[src/hdl/kec_pkg.sv]
// shared types and constants for the keying edge clip window block
package kec_pkg;

  // sample and register widths
  localparam int PIX_W      = 16;
  localparam int RAD_CFG_W  = 3;
  localparam int WID_CFG_W  = 12;
  localparam int H_W        = 16;
  localparam int CFG_IDX_W  = 3;
  localparam int CFG_DATA_W = 16;

  localparam logic [PIX_W-1:0] PIX_MAX = {PIX_W{1'b1}};

  // configuration register indexes
  localparam logic [CFG_IDX_W-1:0] REG_RADIUS    = 3'd0;
  localparam logic [CFG_IDX_W-1:0] REG_TOLERANCE = 3'd1;
  localparam logic [CFG_IDX_W-1:0] REG_BLACK     = 3'd2;
  localparam logic [CFG_IDX_W-1:0] REG_WHITE     = 3'd3;
  localparam logic [CFG_IDX_W-1:0] REG_EDGE      = 3'd4;
  localparam logic [CFG_IDX_W-1:0] REG_WIDTH     = 3'd5;
  localparam logic [CFG_IDX_W-1:0] REG_HEIGHT    = 3'd6;

  // sequencer states
  typedef enum logic [2:0] {
    ST_IDLE,
    ST_CENTER,
    ST_SCAN,
    ST_LAST,
    ST_DECIDE,
    ST_DIV,
    ST_OUT
  } st_t;

  // data handed from one divider cell to the next
  typedef struct packed {
    logic             vld;
    logic [PIX_W-1:0] rem;
    logic [PIX_W-1:0] num;
    logic [PIX_W-1:0] den;
    logic [PIX_W-1:0] quo;
  } div_cell_t;

endpackage

[src/hdl/kec_div_cell.sv]
// one restoring-division cell: resolves one quotient bit and registers it
module kec_div_cell (
  input  logic              clk,
  input  logic              rst_n,
  input  kec_pkg::div_cell_t prev,
  output kec_pkg::div_cell_t next
);
  import kec_pkg::*;

  logic [PIX_W:0]   sh;
  logic             ge;
  logic [PIX_W:0]   sub;
  div_cell_t        step;

  // shift in the next numerator bit and try the subtract
  always_comb begin
    sh   = {prev.rem, prev.num[PIX_W-1]};
    ge   = sh >= {1'b0, prev.den};
    sub  = sh - {1'b0, prev.den};
    step.vld = prev.vld;
    step.rem = ge ? sub[PIX_W-1:0] : sh[PIX_W-1:0];
    step.num = {prev.num[PIX_W-2:0], 1'b0};
    step.den = prev.den;
    step.quo = {prev.quo[PIX_W-2:0], ge};
  end

  // valid flag and payload
  always_ff @(posedge clk) begin
    if (!rst_n) begin
      next.vld <= 1'b0;
    end else begin
      next.vld <= step.vld;
    end
    next.rem <= step.rem;
    next.num <= step.num;
    next.den <= step.den;
    next.quo <= step.quo;
  end

endmodule

[config.mk]
export PLATFORM = sky130hd
export DESIGN_NAME = kec_div_cell
export DESIGN_NICKNAME = d
export VERILOG_FILES = /design/src/hdl/kec_pkg.sv /design/src/hdl/kec_div_cell.sv
export SDC_FILE = /design/constraint.sdc
export NUM_CORES = 1
export LEC_CHECK = 0
export BUFFER_PORTS_ARGS = -buffer_cell sky130_fd_sc_hd__buf_2
export CORE_UTILIZATION = 45
export CTS_BUF_LIST = sky130_fd_sc_hd__clkbuf_4 sky130_fd_sc_hd__clkbuf_8 sky130_fd_sc_hd__clkbuf_16
export CTS_CLUSTER_DIAMETER = 100
export DETAILED_ROUTE_END_ITERATION = 6
export GPL_TIMING_DRIVEN = 0
export PLACE_DENSITY_LB_ADDON = 0.05
export REMOVE_ABC_BUFFERS = 1
export SYNTH_ARGS = -nofsm -noshare
export SYNTH_HDL_FRONTEND = slang
export SYNTH_SLANG_ARGS = --single-unit
[constraint.sdc]
create_clock -name clk -period 6.9 [get_ports clk]
set_input_delay 0 -clock clk [delete_from_list [all_inputs] [get_ports clk]]
set_output_delay 0 -clock clk [all_outputs]
set_load 0.05 [all_outputs]
Yosys cells after proc, flatten, opt, wreduce, memory -nomap -nowiden
Cells that the tools add are included.

Register bits after elaboration: 64. Input port bits: 67. Output and inout bits: 65. Word-level logic and storage cells: 8.

$add $sub $neg: 1. Order comparisons: 1. Mux-type cells: 1.

Operator list (count): greater-or-equal comparator 17 x 16 -> 1 bit (1); 2-to-1 mux 16 bit (1); subtractor 16 bit (1).

Longest topological paths before layout
Gate-level depths: netlist of the first run.

Depth in word-level cells: 2. Depth in mapped cells: 12. Gate-level depth less buffers: 9.

Least setup slack after synthesis of the first run
OpenSTA, ideal clock, no wires.

Path kind: input -> register. Start point: input port prev[28] in the netlist's numbering. End point: register next[50] in the netlist's numbering. Setup time: 121 ps. Data arrival time: 2152 ps. Required time: 6779 ps. Setup slack: 4627 ps. Cell stages on the path: 12. Buffers on the path: 4. Cell sequence: inv_1 -> ha_1 -> buf_6 -> and2_4 -> buf_6 -> a221o_1 -> a221oi_4 -> and2_1 -> buf_6 -> inv_4 -> buf_12 -> mux2_4.

RTL lines: from (decl) (RTL line kec_div_cell.sv:5) `input kec_pkg::div_cell_t prev,`; to (decl) (RTL line kec_div_cell.sv:6) `output kec_pkg::div_cell_t next`.

==> results of run 1 <==
tightest hold or removal path: cells and delay by family:
family / cells / cell delay [ns]
compound gates: 3 / 0.26
buf+inv: 1 / 0.09
simple gates: 1 / 0.09
worst min path at each step:
stage,from,endpoint,slack [ns],cells after the start
after detailed placement,prev[14],next[15]$_DFF_P_,0.10,1
after floorplan,prev[9],next[10]$_DFF_P_,0.03,0
after global placement,prev[42],next[43]$_DFF_P_,0.10,1
final,prev[63],next[57]$_DFF_P_,0.15,5
after global routing,prev[63],next[62]$_DFF_P_,0.16,5
after CTS,prev[63],next[49]$_DFF_P_,0.14,5
cell families (layout without fill, tap and decap cells):
logic type,count (synthesis),count (layout),synth area share (%)
mux,10,10,5.71
flops,64,64,51.8
other cells,1,1,0.152
xor+xnor,9,9,3.18
simple gates,40,40,8.54
compound gates,51,51,15.8
fa+ha+maj,17,17,8.90
buf+inv,27,230,5.92
per-layer routing:
metal	vias to the layer above	share of wire (%)
met1	1072	42
met5	-	0
met4	0	1.7
met2	99	50
li1	1162	-
met3	9	6.3
per-stage QoR:
stage	std cells	utilization [%]	setup WS (ns)	area (um^2)	power (mW)
6_report	492	76.6	3.95	3990	1.06
3_3_place_gp	412	60.4	4.19	3140	0.701
3_5_place_dp	412	60.4	4.22	3140	0.703
5_1_grt	492	76.6	3.77	3990	1.11
2_1_floorplan	213	-	4.68	2410	0.633
4_1_cts	492	76.6	4.00	3990	1.06
layout by cell type (no fill, tap or decap), drive strengths merged, types with 3 or more instances in the layout:
cell type | synthesis | layout
buf | 5 | 129
dlygate4sd3 | 0 | 64
dfxtp | 64 | 64
inv | 21 | 22
ha | 16 | 16
nor2 | 11 | 11
clkbuf | 1 | 10
o21ai | 10 | 10
mux2 | 9 | 9
nand3 | 7 | 7
o21a | 6 | 6
a21o | 5 | 5
o31ai | 5 | 5
xnor2 | 5 | 5
and2 | 5 | 5
nand2 | 4 | 4
xor2 | 4 | 4
a21oi | 4 | 4
and3 | 3 | 3
a211o | 3 | 3
a211oi | 3 | 3
a21boi | 3 | 3
repair_timing:
action | in CTS | in global routing
hold endpoints to repair | 63 | 0
gates resized for setup | 0 | 0
hold buffers | 64 | 0
area by class of cell:
cell class                 count  share of cell area, %
multi-input combinational    128                   26.3
sequential                    64                   32.1
tap                           70                   2.20
inverter                      21                   2.04
clock inverter                 6                   1.69
timing repair buffer         193                   32.2
clock buffer                  10                   3.45
report_power, final:
part	leakage, nW	switching, mW	internal [mW]	total, mW
Sequential	0.540	0.00835	0.403	0.412
Combinational	1.40	0.203	0.112	0.315
Clock	0.0989	0.151	0.178	0.328
Total	2.04	0.362	0.693	1.06
==> results.md, run 1 <==
* Register Area at around 0.0013 mm^2
* Clock-pin slew on the worst setup and hold paths at roughly 0.07 ns
* DR vias/cell at between 4 and 5
* Setup crit end: next[50]$_DFF_P_
* CP Data Arrival Time at 3.17 ns
* Cells along the critical path: dlygate4sd3_1 > buf_2 > inv_1 > ha_1 > a21oi_2 > o21ai_2 > a221o_1 > a221oi_4 > and2_1 > inv_4 > mux2_4
* Clock H-tree levels at 3
* Final hold slack at around 0.15 ns
* Core Area at about 0.0052 mm^2
* Yosys top cell by area: dfxtp_1
* Final ANT Viol Nets at 0
* Initial Util at approximately 48%
* Detail Placement HPWL at slightly above 4 mm
* Synth cell types at between 40 and 50
* Fmax achieved at between 300 and 400 MHz
* DRT Wirelength at about 7 mm
* Total number of vias at ~2300
* Row Count at 26
* Sequential element share of the synthesized area at around half
* Slowest Stage Delay on Critical Path at ~0.55 ns
* Drt drc at 0
* Root Driver: clkbuf_8
* Vias in the first global route at between 2000 and 2500
* Die height at 76.2 um
* Critical path origin: prev[24]
* Synth top cells by count: dfxtp_1, inv_1, ha_1, nor2_1, o21ai_0
* Number of flops mapped to enable cells by yosys at 0
* Pwr/cell area at ~260 mW/mm^2
* Worst-Margin Slew at roughly 0.66 ns
* Area of the multi-input gates at 0.00105 mm^2
* Mapped Area at around 0.0025 mm^2
* Setup violations, final at 0
* FILL cells at approximately 380
* CP max FO at 11
* First-pass GRT wire length at 11.3 mm
* M3 GR Usage at under 10%
* Max VDD drop at ~0.00015 V
* CP Class: input port to flop
* Top cell type's share of synthesized area at between 50% and 60%
* Ys Warns at 0
* CTS buffer count at 9
* Remaining Overflow, GRT at 0
* M2 GR Usage at around 45%
* CTS Sinks at 64
* Crit path launch type: input port
* CP Buf/Inv Count at 4
* Status: completed
* Slowest cell on crit path: dlygate4sd3_1
* Largest Register: next
* Yosys reg bits at between 60 and 70
* Final slew viol count at 0
* Antenna violations before repair at 0
* Largest regs: next x64
* Synth Instances at ~220
* Layout Area Growth over Synthesis at 61.2%
* Pin count of the biggest net entering global routing at 13
* 1st-pass router iterations at 4
* Final hold violation count at 0
* # nets final at about 500
* Total of max-cap violations at 0
* WP depth at 11
* Asr flop ratio synth at 0%
* Routed WL per cell at between 10 and 15 um
* Final worst path period share at between 40% and 50%
* Slew headroom at a little under three fifths
* Most frequent cell after synthesis: dfxtp_1
* Proportion of layout cells with a drive suffix above 1 at between 30% and 40%
* GR met1 Demand/Resource at roughly 29%
* I/O pin count at between 100 and 150
* Ys flop type: dfxtp_1
* Post-CTS Repair Setup Buffers at 0
* Max reg flops at 64
* CP Data Required Time at ~7.1 ns
* Final Critical Period at roughly 3 ns
* CTS tree: yes
* Die Width at approximately 76 um
* Avg Inst Size Synth at 11.3 um^2
* PortBufs at between 100 and 150
* Diodes inserted at 0
* RD Place Congestion at 0.769
* Setup_tns at 0 ns
* Die area at about 0.0058 mm^2
* Worst hold path type: input port to flop
* Family with the most delay on the worst path: compound AO/OA/AOI/OAI gates
* Critical Path End Type: flop
* RSZ-0062 raised after global routing: false
* Pleak at 2.04 nW
* GR peak layer: met2
* DRT iter0 DRCs at 51
* GRT Util Overall at around a quarter
* Top cells by area, synth: dfxtp_1, ha_1, mux2_4, inv_1, o21ai_0
* Clk buf depth at 2
No activity file was read; power rests on OpenSTA's default activity.
==> run 2: changes to the inputs <==
CORE_UTILIZATION = 40   (was 45)
clock period = 2.54 ns   (was 6.9 ns; I/O delays follow)
==> run 2 against run 1 <==
  * Via count is 2.4% lower
  * Design area is 0.19% higher
  * Total power grew to 2.7 times the previous value
  * Cell count is 1.0% higher
  * Core utilization is 9.5 points lower
  * Critical path depth is 1 lower
  * Sequential share of layout area is 0.060 points lower
  * Clock power grew to 2.7 times the previous value
  * Largest cell class unchanged
==> results.md, run 2 (same netlist as run 1, synthesis figures left out) <==
* Status: completed (unchanged)
* Slew headroom at 55.2% (was 56.2%)
* Slowest Stage Delay on Critical Path at 0.52 ns (was 0.55 ns)
* CP Data Arrival Time at 2.57 ns (was 3.17 ns)
* DRT iter0 DRCs at 39 (was 51)
* Antenna violations before repair at 0 (unchanged)
* Pin count of the biggest net entering global routing at 13 (unchanged)
* Final hold violation count at 0 (unchanged)
* Hold path cells at 3 (was 5)
* Vias in the first global route at 2180 (was 2354)
* Fmax achieved at roughly 430 MHz
* Largest Register: next (unchanged)
* Cells along the critical path: dlygate4sd3_1 > buf_2 > inv_1 > ha_1 > and3b_1 > and2_1 > a221oi_4 > and2_2 > inv_4 > mux2_4 (was dlygate4sd3_1 > buf_2 > inv_1 > ha_1 > a21oi_2 > o21ai_2 > a221o_1 > a221oi_4 > and2_1 > inv_4 > mux2_4)
* FILL cells at 495 (was 383)
* Critical Path End Type: flop (unchanged)
* Hold endpoint: next[48]$_DFF_P_ (was next[57]$_DFF_P_)
* Remaining Overflow, GRT at 0 (unchanged)
* Routed WL per cell at 13.1 um (was 14.0 um)
* Final worst path period share at 92.2%
* Total number of vias at 2285 (was 2342)
* Diodes inserted at 0 (unchanged)
* Die area at 0.00651 mm^2 (was 0.00580 mm^2)
* Drt drc at 0 (unchanged)
* Layout Area Growth over Synthesis at 61.5% (was 61.2%)
* Root Driver: clkbuf_8 (unchanged)
* Row Count at 28 (was 26)
* Met3 wire len at 479 um (was 437 um)
* I/O pin count at 132 (unchanged)
* Family with the most delay on the worst path: buffers and inverters (was compound AO/OA/AOI/OAI gates)
* Pleak at 2.04 nW (about the same)
* Pwr/cell area at 717 mW/mm^2 (was 265 mW/mm^2)
* Final Critical Period at around 2.3 ns
* DRT Wirelength at 6.49 mm (was 6.90 mm)
* CTS Sinks at 64 (unchanged)
* Post-route cell area at 0.00400 mm^2 (was 0.00399 mm^2)
* Die Width at 80.7 um (was 76.2 um)
* Total of max-cap violations at 0 (unchanged)
* Pre-CTS setup slack at -0.207 ns (was 4.22 ns)
* Setup_tns at 0 ns (unchanged)
* Post-CTS Repair Setup Buffers at 0 (unchanged)
* First-pass GRT wire length at 9.69 mm (was 11.3 mm)
* Met2 WL at 3.11 mm (was 3.46 mm)
* RSZ-0062 raised after global routing: false (unchanged)
* Final slew viol count at 0 (unchanged)
* Clock H-tree levels at 3 (unchanged)
* Clock-pin slew on the worst setup and hold paths at 0.07 ns (about the same)
* Max reg flops at 64 (unchanged)
* Beginning of the worst hold path: prev[16] (was prev[63])
* DR vias/cell at 4.60 (was 4.76)
* 1st-pass router iterations at 4 (unchanged)
* Met1 WL at 2.80 mm (was 2.88 mm)
* Initial Util at 41.6% (was 47.5%)
* Highest-count cells in the layout ignoring fill and taps: buf_2, dlygate4sd3_1, dfxtp_1 (unchanged)
* # nets final at 501 (unchanged)
* Detail Placement HPWL at 4.13 mm (was 4.09 mm)
* Top layer in use: met4 (unchanged)
* GRT Util Overall at 20.1% (was 25.2%)
* CTS tree: yes (unchanged)
* CP max FO at 11 (unchanged)
* Final worst slack at 0.199 ns (was 3.95 ns)
* Die height at 80.7 um (was 76.2 um)
* PortBufs at 129 (unchanged)
* RD Place Congestion at 0.791 (was 0.769)
* Largest regs: next x64 (unchanged)
* CP Class: input port to flop (unchanged)
* Area after DPL at 0.00315 mm^2 (was 0.00314 mm^2)
* Max VDD drop at 0.000423 V (was 0.000145 V)
* Worst-Margin Slew at 0.671 ns (was 0.656 ns)
* Core Area at 0.00596 mm^2 (was 0.00520 mm^2)
* Slowest cell on crit path: dlygate4sd3_1 (unchanged)
* CP Buf/Inv Count at 4 (unchanged)
* CTS buffer count at 9 (unchanged)
* Placed insts at 417 (was 412)
* Clk buf depth at 2 (unchanged)
* CP Data Required Time at 2.77 ns (was 7.12 ns)
* Crit path launch type: input port (unchanged)
* Most common cell after layout, fill and taps aside: buf_2 (unchanged)
* Total design power at 2.86 mW (was 1.06 mW)
* Setup violations, final at 0 (unchanged)
* Non-filler instance count after layout at 497 (was 492)
* Final ANT Viol Nets at 0 (unchanged)
* Proportion of layout cells with a drive suffix above 1 at 38.2% (was 37.9%)
* Worst hold path type: input port to flop (unchanged)
[run 2: worst min-delay path, delay by kind of cell]
| kind | cells | cell delay (ns) |
|---|---|---|
| buffers and inverters | 1 | 0.09 |
| adder cells (fa/ha/maj) | 1 | 0.15 |
| AO/OA/AOI/OAI | 1 | 0.09 |
[run 2: final cells by class]
cell class	count	area (um^2)	area share (%)
clock inverters	6	67.6	1.69
clock buffers	10	138	3.44
multi-input cells	128	1050	26.2
well taps	75	93.8	2.35
flip-flops and latches	64	1280	32.1
inverters	21	81.3	2.04
repair buffers	193	1290	32.2
[run 2: per-layer routing]
metal	global-route usage, %	up-vias
li1	-	1163
met1	22.1	1026
met2	35.8	86
met3	4.77	10
met4	9.64	0
met5	0	-
[run 2: per-stage QoR]
stage,util (%),hold WS (ns)
after detailed placement,52.9,0.104
after floorplan,-,0.0277
final,67.1,0.0425
after global routing,67.1,0.0793
after global placement,52.9,0.102
after CTS,67.1,0.0296
[run 2: worst max path at each step]
stage	startpoint	endpoint	slack, ns	cells past startpoint
6_report	prev[31]	next[56]$_DFF_P_	0.20	10
5_1_grt	prev[31]	next[56]$_DFF_P_	0.05	10
4_1_cts	prev[31]	next[60]$_DFF_P_	0.09	10
3_5_place_dp	prev[19]	next[60]$_DFF_P_	-0.21	9
3_3_place_gp	prev[24]	next[50]$_DFF_P_	-0.19	10
2_1_floorplan	prev[24]	next[50]$_DFF_P_	0.32	9
[run 2: power breakdown]
part	internal [mW]	switching (mW)
clock	0.483	0.415
sequential	1.10	0.0195
combinational	0.305	0.547
total	1.88	0.982
[run 2: timing repair]
item,4_1_cts,5_1_grt
endpoints found under the setup margin,0,9
resized for setup,0,1
endpoints found under the hold margin,63,0
hold buffers,64,0
